===== src/iws_pkg.sv =====
// Shared constants, types and codes for the interval window splitter.
`timescale 1ns / 1ps
`default_nettype none

package iws_pkg;

	// Field widths and limits.
	localparam int unsigned COORD_W     = 31;
	localparam int unsigned ROW_W       = 32;
	localparam int unsigned MAX_WINDOWS = 64;
	localparam int unsigned CNT_W       = $clog2(MAX_WINDOWS + 1);

	// Divider operands hold twice a length plus a count, or a length plus two sizes.
	localparam int unsigned DIV_W     = COORD_W + 2;
	localparam int unsigned DIV_CNT_W = $clog2(DIV_W);

	// Register port geometry.
	localparam int unsigned ADDR_W = 4;
	localparam int unsigned DATA_W = 32;

	// Register indexes, taken from paddr[3:2].
	typedef enum logic [1:0] {
		REG_WINDOW_SIZE  = 2'd0,
		REG_WINDOW_COUNT = 2'd1,
		REG_STEP         = 2'd2,
		REG_REVERSE_IDS  = 2'd3
	} reg_idx_t;

	// Configuration register contents.
	typedef struct packed {
		logic [COORD_W-1:0] window_size;
		logic [COORD_W-1:0] window_count;
		logic [COORD_W-1:0] step;
		logic               reverse_ids;
	} cfg_t;

	// Controller states.
	typedef enum logic [2:0] {
		ST_IDLE,
		ST_PREP,
		ST_DIV1,
		ST_MID,
		ST_DIV2,
		ST_SETUP,
		ST_EMIT
	} state_t;

	// Commands from the controller to the datapath.
	typedef struct packed {
		logic load;
		logic prep;
		logic div_start1;
		logic take_q1;
		logic div_start2;
		logic take_q2;
		logic setup;
		logic advance;
	} cmd_t;

	// Status from the datapath to the controller.
	typedef struct packed {
		logic skip;
		logic div_done;
		logic out_free;
		logic last_win;
	} status_t;

endpackage

`default_nettype wire


===== src/interval_window_splitter_unit.sv =====
// Top level of the interval window splitter: registers, controller and datapath.
// From an accepted interval to its first window: prep, a serial division (33 quotient bits
// and a hand-over), the middle step, a second division, setup and the first emit.
// Throughput: one window per cycle unless win_stall holds; no windows means idle after prep.
// A new interval is accepted once the last window of the previous one is in the output register.
// Reset (arst_n low, asynchronous) clears the registers, the row counter and the output valid.
`timescale 1ns / 1ps
`default_nettype none

module interval_window_splitter_unit (
	input  wire logic                        clk,
	input  wire logic                        arst_n,
	input  wire logic                        psel,
	input  wire logic                        penable,
	input  wire logic                        pwrite,
	input  wire logic [iws_pkg::ADDR_W-1:0]  paddr,
	input  wire logic [iws_pkg::DATA_W-1:0]  pwdata,
	output logic      [iws_pkg::DATA_W-1:0]  prdata,
	output logic                             pready,
	input  wire logic                        ivl_valid,
	output logic                             ivl_stall,
	input  wire logic [iws_pkg::COORD_W-1:0] ivl_start,
	input  wire logic [iws_pkg::COORD_W-1:0] ivl_end,
	output logic                             win_valid,
	input  wire logic                        win_stall,
	output logic      [iws_pkg::COORD_W-1:0] win_start,
	output logic      [iws_pkg::COORD_W-1:0] win_end,
	output logic      [iws_pkg::COORD_W-1:0] win_number,
	output logic      [iws_pkg::ROW_W-1:0]   row_index,
	output logic                             last,
	output logic                             truncated
);
	import iws_pkg::*;

	cfg_t    cfg;
	cmd_t    cmd;
	status_t status;

	// Configuration registers.
	iws_regs u_regs (
		.clk     (clk),
		.arst_n  (arst_n),
		.psel    (psel),
		.penable (penable),
		.pwrite  (pwrite),
		.paddr   (paddr),
		.pwdata  (pwdata),
		.prdata  (prdata),
		.pready  (pready),
		.cfg     (cfg)
	);

	// Sequencer.
	iws_ctrl u_ctrl (
		.clk       (clk),
		.arst_n    (arst_n),
		.ivl_valid (ivl_valid),
		.ivl_stall (ivl_stall),
		.status    (status),
		.cmd       (cmd)
	);

	// Arithmetic and output register.
	iws_datapath u_datapath (
		.clk        (clk),
		.arst_n     (arst_n),
		.cmd        (cmd),
		.status     (status),
		.cfg        (cfg),
		.ivl_start  (ivl_start),
		.ivl_end    (ivl_end),
		.win_valid  (win_valid),
		.win_stall  (win_stall),
		.win_start  (win_start),
		.win_end    (win_end),
		.win_number (win_number),
		.row_index  (row_index),
		.last       (last),
		.truncated  (truncated)
	);

endmodule

`default_nettype wire


===== src/iws_regs.sv =====
// Configuration register file behind the APB-style port.
`timescale 1ns / 1ps
`default_nettype none

module iws_regs (
	input  wire logic                       clk,
	input  wire logic                       arst_n,
	input  wire logic                       psel,
	input  wire logic                       penable,
	input  wire logic                       pwrite,
	input  wire logic [iws_pkg::ADDR_W-1:0] paddr,
	input  wire logic [iws_pkg::DATA_W-1:0] pwdata,
	output logic      [iws_pkg::DATA_W-1:0] prdata,
	output logic                            pready,
	output iws_pkg::cfg_t                   cfg
);
	import iws_pkg::*;

	cfg_t     cfg_q;
	reg_idx_t idx;
	logic     wr_en;

	assign idx    = reg_idx_t'(paddr[ADDR_W-1:2]);
	assign wr_en  = psel && penable && pwrite;
	assign pready = 1'b1;
	assign cfg    = cfg_q;

	// Register writes complete in the access phase.
	always_ff @(posedge clk or negedge arst_n) begin
		if (!arst_n) begin
			cfg_q <= '0;
		end else if (wr_en) begin
			case (idx)
				REG_WINDOW_SIZE:  cfg_q.window_size  <= pwdata[COORD_W-1:0];
				REG_WINDOW_COUNT: cfg_q.window_count <= pwdata[COORD_W-1:0];
				REG_STEP:         cfg_q.step         <= pwdata[COORD_W-1:0];
				REG_REVERSE_IDS:  cfg_q.reverse_ids  <= pwdata[0];
				default: ;
			endcase
		end
	end

	// Read-back of the selected register.
	always_comb begin
		case (idx)
			REG_WINDOW_SIZE:  prdata = DATA_W'(cfg_q.window_size);
			REG_WINDOW_COUNT: prdata = DATA_W'(cfg_q.window_count);
			REG_STEP:         prdata = DATA_W'(cfg_q.step);
			REG_REVERSE_IDS:  prdata = DATA_W'(cfg_q.reverse_ids);
			default:          prdata = '0;
		endcase
	end

endmodule

`default_nettype wire


===== src/iws_div.sv =====
// Restoring divider producing one quotient bit per cycle.
`timescale 1ns / 1ps
`default_nettype none

module iws_div (
	input  wire logic                      clk,
	input  wire logic                      arst_n,
	input  wire logic                      start,
	input  wire logic [iws_pkg::DIV_W-1:0] dividend,
	input  wire logic [iws_pkg::DIV_W-1:0] divisor,
	output logic      [iws_pkg::DIV_W-1:0] quotient,
	output logic                           done
);
	import iws_pkg::*;

	logic                 busy_q;
	logic                 done_q;
	logic [DIV_CNT_W-1:0] cnt_q;
	logic [DIV_W-1:0]     quo_q;
	logic [DIV_W-1:0]     rem_q;
	logic [DIV_W-1:0]     dvs_q;
	logic [DIV_W:0]       shifted;
	logic [DIV_W:0]       diff;
	logic                 ge;

	// One trial subtraction of the divisor from the partial remainder.
	assign shifted = {rem_q, quo_q[DIV_W-1]};
	assign diff    = shifted - {1'b0, dvs_q};
	assign ge      = !diff[DIV_W];

	// Iteration control.
	always_ff @(posedge clk or negedge arst_n) begin
		if (!arst_n) begin
			busy_q <= 1'b0;
			done_q <= 1'b0;
			cnt_q  <= '0;
		end else begin
			done_q <= 1'b0;
			if (start) begin
				busy_q <= 1'b1;
				cnt_q  <= DIV_CNT_W'(DIV_W - 1);
			end else if (busy_q) begin
				cnt_q <= cnt_q - 1'b1;
				if (cnt_q == '0) begin
					busy_q <= 1'b0;
					done_q <= 1'b1;
				end
			end
		end
	end

	// Remainder and quotient shift registers.
	always_ff @(posedge clk) begin
		if (start) begin
			quo_q <= dividend;
			rem_q <= '0;
			dvs_q <= divisor;
		end else if (busy_q) begin
			rem_q <= ge ? diff[DIV_W-1:0] : shifted[DIV_W-1:0];
			quo_q <= {quo_q[DIV_W-2:0], ge};
		end
	end

	assign quotient = quo_q;
	assign done     = done_q;

endmodule

`default_nettype wire


===== src/iws_ctrl.sv =====
// Sequencing state machine for the interval window splitter.
`timescale 1ns / 1ps
`default_nettype none

module iws_ctrl (
	input  wire logic             clk,
	input  wire logic             arst_n,
	input  wire logic             ivl_valid,
	output logic                  ivl_stall,
	input  wire iws_pkg::status_t status,
	output iws_pkg::cmd_t         cmd
);
	import iws_pkg::*;

	state_t state_q;
	state_t state_d;

	// State register.
	always_ff @(posedge clk or negedge arst_n) begin
		if (!arst_n) begin
			state_q <= ST_IDLE;
		end else begin
			state_q <= state_d;
		end
	end

	// Next state and commands.
	always_comb begin
		state_d = state_q;
		cmd     = '0;
		case (state_q)
			ST_IDLE: begin
				if (ivl_valid) begin
					cmd.load = 1'b1;
					state_d  = ST_PREP;
				end
			end
			ST_PREP: begin
				cmd.prep = 1'b1;
				if (status.skip) begin
					state_d = ST_IDLE;
				end else begin
					cmd.div_start1 = 1'b1;
					state_d        = ST_DIV1;
				end
			end
			ST_DIV1: begin
				if (status.div_done) begin
					cmd.take_q1 = 1'b1;
					state_d     = ST_MID;
				end
			end
			ST_MID: begin
				cmd.div_start2 = 1'b1;
				state_d        = ST_DIV2;
			end
			ST_DIV2: begin
				if (status.div_done) begin
					cmd.take_q2 = 1'b1;
					state_d     = ST_SETUP;
				end
			end
			ST_SETUP: begin
				cmd.setup = 1'b1;
				state_d   = ST_EMIT;
			end
			ST_EMIT: begin
				if (status.out_free) begin
					cmd.advance = 1'b1;
					if (status.last_win) begin
						state_d = ST_IDLE;
					end
				end
			end
			default: begin
				state_d = ST_IDLE;
			end
		endcase
	end

	assign ivl_stall = (state_q != ST_IDLE);

endmodule

`default_nettype wire


===== src/iws_datapath.sv =====
// Interval registers, two divisions (window size and count, or two count bounds), window walk and output register.
`timescale 1ns / 1ps
`default_nettype none

module iws_datapath (
	input  wire logic                        clk,
	input  wire logic                        arst_n,
	input  wire iws_pkg::cmd_t               cmd,
	output iws_pkg::status_t                 status,
	input  wire iws_pkg::cfg_t               cfg,
	input  wire logic [iws_pkg::COORD_W-1:0] ivl_start,
	input  wire logic [iws_pkg::COORD_W-1:0] ivl_end,
	output logic                             win_valid,
	input  wire logic                        win_stall,
	output logic      [iws_pkg::COORD_W-1:0] win_start,
	output logic      [iws_pkg::COORD_W-1:0] win_end,
	output logic      [iws_pkg::COORD_W-1:0] win_number,
	output logic      [iws_pkg::ROW_W-1:0]   row_index,
	output logic                             last,
	output logic                             truncated
);
	import iws_pkg::*;

	// Interval and per-item registers.
	logic [COORD_W-1:0] s_q;
	logic [COORD_W-1:0] e_q;
	logic [COORD_W:0]   len_q;
	logic [ROW_W-1:0]   row_q;
	logic [ROW_W-1:0]   row_cnt_q;
	logic [COORD_W-1:0] size_q;
	logic [COORD_W-1:0] by_q;
	logic [DIV_W-1:0]   lim_q;
	logic [DIV_W-1:0]   c1_q;
	logic [COORD_W-1:0] total_q;
	logic [CNT_W-1:0]   emit_q;
	logic               trunc_q;
	logic [COORD_W-1:0] ws_q;
	logic [COORD_W-1:0] left_q;
	logic [CNT_W-1:0]   fwd_q;

	// Output register.
	logic               out_valid_q;
	logic [COORD_W-1:0] out_start_q;
	logic [COORD_W-1:0] out_end_q;
	logic [COORD_W-1:0] out_number_q;
	logic [ROW_W-1:0]   out_row_q;
	logic               out_last_q;
	logic               out_trunc_q;

	// Combinational terms.
	logic [COORD_W:0]   len_c;
	logic               count_mode;
	logic               len_pos;
	logic               short_ivl;
	logic [COORD_W-1:0] by_c;
	logic [COORD_W+2:0] lim_c;
	logic [DIV_W-1:0]   dvd;
	logic [DIV_W-1:0]   dvs;
	logic [DIV_W-1:0]   quo;
	logic               div_done;
	logic [DIV_W-1:0]   q2p;
	logic [COORD_W:0]   sum_c;
	logic               clip;

	assign len_c      = {1'b0, ivl_end} - {1'b0, ivl_start};
	assign count_mode = (cfg.window_count != '0);
	assign len_pos    = !len_q[COORD_W] && (len_q != '0);
	assign short_ivl  = (len_q[COORD_W-1:0] < cfg.window_count);
	assign by_c       = (cfg.step != '0) ? cfg.step : cfg.window_size;
	assign lim_c      = {3'b000, len_q[COORD_W-1:0]} - {3'b000, cfg.window_size}
		+ {3'b000, by_c};

	// An interval yields nothing when empty or reversed, too short, or with a zero sliding step.
	assign status.skip = !len_pos
		|| (count_mode ? short_ivl : ((by_c == '0) || lim_c[COORD_W+2]));

	// Divider operands: window size then count in count mode, both quotients in sliding mode.
	always_comb begin
		if (cmd.div_start1) begin
			if (count_mode) begin
				dvd = {1'b0, len_q[COORD_W-1:0], 1'b0} + {2'b00, cfg.window_count};
				dvs = {1'b0, cfg.window_count, 1'b0};
			end else begin
				dvd = {2'b00, len_q[COORD_W-1:0] - 1'b1};
				dvs = {2'b00, by_c};
			end
		end else begin
			if (count_mode) begin
				dvd = {2'b00, len_q[COORD_W-1:0]} + {2'b00, size_q} - DIV_W'(1);
				dvs = {2'b00, size_q};
			end else begin
				dvd = lim_q;
				dvs = {2'b00, by_q};
			end
		end
	end

	iws_div u_div (
		.clk      (clk),
		.arst_n   (arst_n),
		.start    (cmd.div_start1 || cmd.div_start2),
		.dividend (dvd),
		.divisor  (dvs),
		.quotient (quo),
		.done     (div_done)
	);

	assign status.div_done = div_done;
	assign q2p             = quo + DIV_W'(1);

	// Window end: start plus size, unless that overruns the interval or this is the final window.
	assign sum_c = {1'b0, ws_q} + {1'b0, size_q};
	assign clip  = !(sum_c < {1'b0, e_q}) || (left_q == COORD_W'(1));

	assign status.last_win = (fwd_q == emit_q);
	assign status.out_free = !out_valid_q || !win_stall;

	// Row counter and output valid.
	always_ff @(posedge clk or negedge arst_n) begin
		if (!arst_n) begin
			row_cnt_q   <= '0;
			out_valid_q <= 1'b0;
		end else begin
			if (cmd.load) begin
				row_cnt_q <= row_cnt_q + 1'b1;
			end
			if (cmd.advance) begin
				out_valid_q <= 1'b1;
			end else if (!win_stall) begin
				out_valid_q <= 1'b0;
			end
		end
	end

	// Per-item working registers.
	always_ff @(posedge clk) begin
		if (cmd.load) begin
			s_q   <= ivl_start;
			e_q   <= ivl_end;
			len_q <= len_c;
			row_q <= row_cnt_q;
		end
		if (cmd.prep) begin
			by_q   <= by_c;
			size_q <= cfg.window_size;
			lim_q  <= lim_c[DIV_W-1:0];
		end
		if (cmd.take_q1) begin
			if (count_mode) begin
				size_q <= quo[COORD_W-1:0];
				by_q   <= quo[COORD_W-1:0];
			end else begin
				c1_q <= q2p;
			end
		end
		if (cmd.take_q2) begin
			if (count_mode) begin
				total_q <= (quo < {2'b00, cfg.window_count}) ? quo[COORD_W-1:0]
					: cfg.window_count;
			end else begin
				total_q <= (c1_q < q2p) ? c1_q[COORD_W-1:0] : q2p[COORD_W-1:0];
			end
		end
		if (cmd.setup) begin
			trunc_q <= (total_q > COORD_W'(MAX_WINDOWS));
			emit_q  <= (total_q > COORD_W'(MAX_WINDOWS)) ? CNT_W'(MAX_WINDOWS)
				: total_q[CNT_W-1:0];
			ws_q    <= s_q;
			left_q  <= total_q;
			fwd_q   <= CNT_W'(1);
		end
		if (cmd.advance) begin
			ws_q   <= ws_q + by_q;
			left_q <= left_q - 1'b1;
			fwd_q  <= fwd_q + 1'b1;
		end
	end

	// Output payload register, loaded with each window.
	always_ff @(posedge clk) begin
		if (cmd.advance) begin
			out_start_q  <= ws_q;
			out_end_q    <= clip ? e_q : sum_c[COORD_W-1:0];
			out_number_q <= cfg.reverse_ids ? left_q : COORD_W'(fwd_q);
			out_row_q    <= row_q;
			out_last_q   <= status.last_win;
			out_trunc_q  <= trunc_q;
		end
	end

	assign win_valid  = out_valid_q;
	assign win_start  = out_start_q;
	assign win_end    = out_end_q;
	assign win_number = out_number_q;
	assign row_index  = out_row_q;
	assign last       = out_last_q;
	assign truncated  = out_trunc_q;

endmodule

`default_nettype wire


===== config.mk =====
export PLATFORM = sky130hd
export DESIGN_NAME = interval_window_splitter_unit
export DESIGN_NICKNAME = d
export VERILOG_FILES = /design/src/iws_pkg.sv /design/src/interval_window_splitter_unit.sv /design/src/iws_regs.sv /design/src/iws_div.sv /design/src/iws_ctrl.sv /design/src/iws_datapath.sv
export SDC_FILE = /design/constraint.sdc
export NUM_CORES = 2
export LEC_CHECK = 0
export ABC_CLOCK_PERIOD_IN_PS = 13700
export BUFFER_PORTS_ARGS = -buffer_cell sky130_fd_sc_hd__buf_4
export CELL_PAD_IN_SITES_DETAIL_PLACEMENT = 0
export CELL_PAD_IN_SITES_GLOBAL_PLACEMENT = 1
export CORE_MARGIN = 4
export CORE_UTILIZATION = 40
export DETAILED_ROUTE_END_ITERATION = 8
export PLACE_DENSITY_LB_ADDON = 0.08
export REMOVE_ABC_BUFFERS = 1
export SKIP_LAST_GASP = 1
export SLEW_MARGIN = 20
export SYNTH_ARGS = -nofsm -noshare
export SYNTH_HDL_FRONTEND = slang
export SYNTH_HIERARCHICAL = 1
export SYNTH_SLANG_ARGS = --single-unit

===== constraint.sdc =====
create_clock -name clk -period 13.7 [get_ports clk]
set_input_delay 0.685 -clock clk [delete_from_list [all_inputs] [get_ports clk]]
set_output_delay 0.685 -clock clk [all_outputs]
set_load 0.01 [all_outputs]

Word-level counts from Yosys, hierarchy flattened
Index checks and enable logic that the tools add are counted.

$add $sub $neg: 15. Order comparisons: 5. Eq/ne operators: 17. Multiplexer cells: 57. Bitwise gates (word level): 1. Reduce and logical (&&, ||, !) cells: 30.

Operators with widths (number): $mux W31 (16); $mux W33 (7); $pmux W32 S4 (1); $add A31 B31 Y32 (2); $sub A31 B31 Y32 (2); $reduce_bool A31 Y1 (2); $sub A31 B1 Y31 const B (2); $add A34 B31 Y34 (1); $sub A34 B33 Y34 (1); $add A32 B31 Y33 (1); $add A33 B1 Y33 const B (1); $lt A33 B31 Y1 (1); $lt A33 B33 Y1 (1); $sub A33 B1 Y33 const B (1); $add A32 B1 Y32 const B (1); $lt A32 B31 Y1 (1); $mux W32 (1); $reduce_bool A32 Y1 (1); $add A31 B31 Y31 (1); $eq A31 B1 Y1 const B (1); $gt A31 B7 Y1 const B (1); $logic_not A31 Y1 (1); $lt A31 B31 Y1 (1); $mux W7 (3); other kinds (26) (74).

Register bits after elaboration: 726. Input bits: 105. Output and inout bits: 162. Logic and storage cells: 159.

Logic depth before layout (Yosys ltp)
Depth in word-level cells: 11. Gate-level depth with buffers: 35.

Modules after synthesis
The synthesis kept the hierarchy.

Modules (own cells, without submodules): iws_datapath (times used 1, cells an instance 3782, area an instance 37393.4 µm², seq. area each 14889.3 µm²); iws_div (times used 1, cells an instance 618, area an instance 6263.5 µm², seq. area each 2842.7 µm²); iws_regs (times used 1, cells an instance 311, area an instance 4231.6 µm², seq. area each 2352.3 µm²); iws_ctrl (times used 1, cells an instance 30, area an instance 251.5 µm², seq. area each 75.1 µm²).

Least setup slack after synthesis
No wires, ideal clock.

Path kind: in2reg. From: in ivl_valid. To: reg u_datapath.row_cnt_q[25]. Setup time: 0.123 ns. Arrival: 12.295 ns. Slack: 1.283 ns. Stages on the path: 8. Path buffers: 0. Cell sequence: nand2_1 nor3_1 nand4_1 nor3_1 and3_1 nor2b_1 nand3_1 xnor2_1.

RTL lines: start: declaration (line interval_window_splitter_unit.sv:20) `input wire logic ivl_valid,`; end signal: assignment (line iws_datapath.sv:125) `row_cnt_q <= row_cnt_q + 1'b1;`; end: declaration (line iws_datapath.sv:29) `logic [ROW_W-1:0] row_cnt_q;`.

==> flow_summary_export.csv <==
group,metric,value,unit
sta,holdWs,0.178,ns
sta,fin_ws,4.87,ns
cells_and_area,drive_gt1_share,14.7,%
worst_setup_path,rrSetupSlack,4.87,ns
cells_and_area,fin_cells,6667,
worst_setup_path,r2r_cells,30,
floorplan,core_area,120000,um^2
synth,yosysWarningCount,6,
floorplan,row_count,127,
hold_path,holdCritStartpoint,"ivl_end[17]",
route,avgRoutedWirePerCell,24.0,um
synth,synth.ff_latch_count,726,
sta,finalSetupTns,0,ns
synth,yosys-top-cells-count,"493 x edfxtp_1, 408 x ha_1, 399 x inv_1",
hold_path,hold_path_class,"in -> reg",
route,top_layer_used,"met5",
route,wl_met3,8.32,mm
synth,ys_seq_area_share,41.9,%
synth,ys_types,112,
global_routing,overflow,0,
sta,period_share,64.5,%
sta,slew_viol_final,0,
sta,rsz0062_at_grt,"false",
global_routing,first_global_vias,36700,
synth,syn_inst,4741,
route,drcViolationCount,0,
sta,setup_viol,0,
route,ant_nets,0,
sta,finalClockSkew,0.0283,ns
synth,syn_area,48100,um^2
power_and_ir_drop,switching_share,43.9,%
worst_setup_path,crit_path_frequent_cell,"a21oi_1",
sta,fmax,113,MHz
floorplan,die_w,355,um
flow_run,drv_cap,0,
power_and_ir_drop,p_total,13.8,mW
clocking,cts_resized,0,
global_routing,grt_max_degree,136,
route,viasPerCell,5.59,
placement,place_inst,6497,
synth,synthFlopType,"edfxtp_1",
floorplan,die_h,355,um
power_and_ir_drop,p_leak,23.0,nW
sta,worst_pin_slew,1.12,ns
worst_setup_path,worst-setup-path-type,"reg -> reg",
synth,yosysTopAreaCell,"edfxtp_1",
hold_path,hold_path_depth,1,
power_and_ir_drop,pwr-share-comb,54.0,%
clocking,cts_root_buf,"clkbuf_16",
placement,dp_hpwl,123,mm
clocking,path_clk_slew,0.06,ns
worst_setup_path,worstPathMaxFanout,113,
floorplan,die-area,126000,um^2
route,wl_met1,75.1,mm
clocking,cts_max_path_buffers,3,
run_status,outcome,"finished, final reports clean",
route,num_vias,37300,
cells_and_area,area_growth,13.6,%
power_and_ir_drop,seqPwrFrac,29.0,%
cells_and_area,nets,5499,
hold_path,hold_end,"u_datapath/e_q[17]$_DFFE_PP_",
worst_setup_path,r2r-end,"u_datapath/u_div/quotient[28]$_DFFE_PP_",
worst_setup_path,max_stage_delay,0.59,ns
sta,slew_headroom,24.6,%
power_and_ir_drop,power_density,252,nW/um^2
synth,synthTopCellsByArea,"edfxtp_1 31%, ha_1 11%, dfrtp_1 7.2%",
route,first_iter_violations,2765,
route,wl_met2,72.0,mm
cells_and_area,final_core_util,45.7,%
worst_setup_path,cp_slowest_cell,"a311oi_1",
synth,async_reset_ff_share,19.0,%
placement,gp_congestion,0.951,
floorplan,pin_count,267,
clocking,cts.sinks,726,
clocking,cts_tree,"built",
placement,port_buffers,261,
synth,avgSynthCellArea,10.2,um^2
floorplan,initial_utilization,40.2,%
synth,yosysTopAreaCellShare,30.8,%
sta,finalHoldViolCount,0,
worst_setup_path,cp.arrival,9.28,ns
power_and_ir_drop,p_switching,6.05,mW
power_and_ir_drop,clkPwrFrac,17.0,%
placement,dpl-instance-area,51700,um^2
sta,min_period,8.83,ns
global_routing,grt_pass1_wl,239,mm
global_routing,grt_usage,24.9,%
clocking,clock_latency,0.70,ns
cells_and_area,stdcell_area,54700,um^2
route,drt-total-wl,160,mm
power_and_ir_drop,internal-power,7.75,mW
worst_setup_path,cp-end-kind,"flip-flop",
worst_setup_path,critPathRequiredTime,14.15,ns
route,drtPass1Iterations,5,
synth,synth-edff-count,493,
clocking,cts_buffers,88,
clocking,cts_max_level,3,
clocking,cts_setup_buffers,0,
global_routing,antenna_found_initial,3,
worst_setup_path,start_kind,"flip-flop",
power_and_ir_drop,peakVddDrop,150,uV
worst_setup_path,r2r_start,"u_datapath/len_q[0]$_DFFE_PP_",
synth,yosysMostFrequentCell,"edfxtp_1",
placement,pre_cts_slack,4.96,ns
-- power groups by stage --
stage	Sequential [mW]	Clock [mW]	Combinational, mW
3_3_place_gp	4.03	0	7.31
3_5_place_dp	4.04	0	7.34
4_1_cts	4.00	2.41	7.39
5_1_grt	4.07	2.50	8.25
6_report	4.01	2.34	7.45
2_1_floorplan	3.76	0	5.36
-- repair_timing --
action	4_1_cts	5_1_grt
hold buffers	1	0
setup endpoints to repair	0	0
endpoints found under the hold margin	33	0
-- layout by cell type (no fill, tap or decap), types with 168 or more instances in the layout --
cell type  count
ha_1         408
a21o_1       168
edfxtp_1     493
nand2_1      315
nor2_1       292
inv_1        399
a21oi_1      369
buf_4        305
mux2_2       180
o21ai_0      227
xnor2_1      243
-- sequential cells by signal (all words and copies together) (netlist names), 6 cells and up --
register / count
u_datapath/len_q: 32
u_datapath/left_q: 31
u_datapath/u_div/cnt_q: 6
u_datapath/u_div/quotient: 33
u_datapath/win_end: 31
u_datapath/win_number: 31
u_datapath/win_start: 31
u_datapath/e_q: 31
u_datapath/by_q: 31
u_datapath/c1_q: 33
u_datapath/lim_q: 33
u_regs/cfg: 94
u_datapath/s_q: 31
u_datapath/fwd_q: 7
u_datapath/emit_q: 7
u_datapath/total_q: 31
u_datapath/row_q: 32
u_datapath/ws_q: 31
u_datapath/u_div/rem_q: 33
u_datapath/size_q: 31
u_datapath/row_index: 32
u_datapath/row_cnt_q: 32
u_datapath/u_div/dvs_q: 33
-- worst max-delay path by stage --
stage / start / end / depth (start not counted) / slack [ns]
after floorplan: win_stall / u_datapath/fwd_q[0]$_SDFFCE_PN1P_ / 4 / -4.01
final: u_datapath/len_q[0]$_DFFE_PP_ / u_datapath/u_div/quotient[28]$_DFFE_PP_ / 30 / 4.87
after detailed placement: u_datapath/len_q[0]$_DFFE_PP_ / u_datapath/u_div/quotient[28]$_DFFE_PP_ / 30 / 4.96
after global routing: u_datapath/len_q[0]$_DFFE_PP_ / u_datapath/u_div/quotient[26]$_DFFE_PP_ / 30 / 4.48
after global placement: u_datapath/len_q[0]$_DFFE_PP_ / u_datapath/u_div/quotient[28]$_DFFE_PP_ / 30 / 5.04
after CTS: u_datapath/len_q[0]$_DFFE_PP_ / u_datapath/u_div/quotient[28]$_DFFE_PP_ / 30 / 4.94
-- metal layers --
metal  vias to the layer above  track usage, %
met3                       185            3.74
met5                         -               0
met2                       989            39.7
li1                      17800               -
met1                     18200            35.4
met4                         2            6.83
-- cell families (layout without fill, tap and decap cells) --
| family | after synthesis | in the layout | synth area share, % |
|---|---|---|---|
| other cells | 3 | 5 | 0.0234 |
| flops | 726 | 726 | 41.9 |
| buf+inv | 566 | 878 | 4.89 |
| simple gates | 1161 | 1161 | 12.0 |
| fa+ha+maj | 416 | 416 | 10.9 |
| mux | 334 | 334 | 8.04 |
| xor+xnor | 340 | 340 | 6.22 |
| compound gates | 1195 | 1195 | 16.0 |
-- worst max-delay path, delay by kind of cell, from the launching register on --
kind | cells | cell delay, ns
compound gates | 15 | 4.29
xor+xnor | 1 | 0.09
fa+ha+maj | 3 | 0.98
buf+inv | 3 | 0.69
flops | 1 | 0.44
mux | 1 | 0.27
simple gates | 7 | 1.62
-- area by class of cell --
class                           count  area (um^2)
Fill cell                       11500        64900
Multi-Input combinational cell   3449        25700
Sequential cell                   726        20200
Clock buffer                      136         2630
Timing Repair Buffer              311         2410
Tap cell                         1612         2020
Inverter                          402         1510
Clock inverter                     29          260
Antenna cell                        2         5.00
Note: power is estimated with default switching activity, not from simulation.
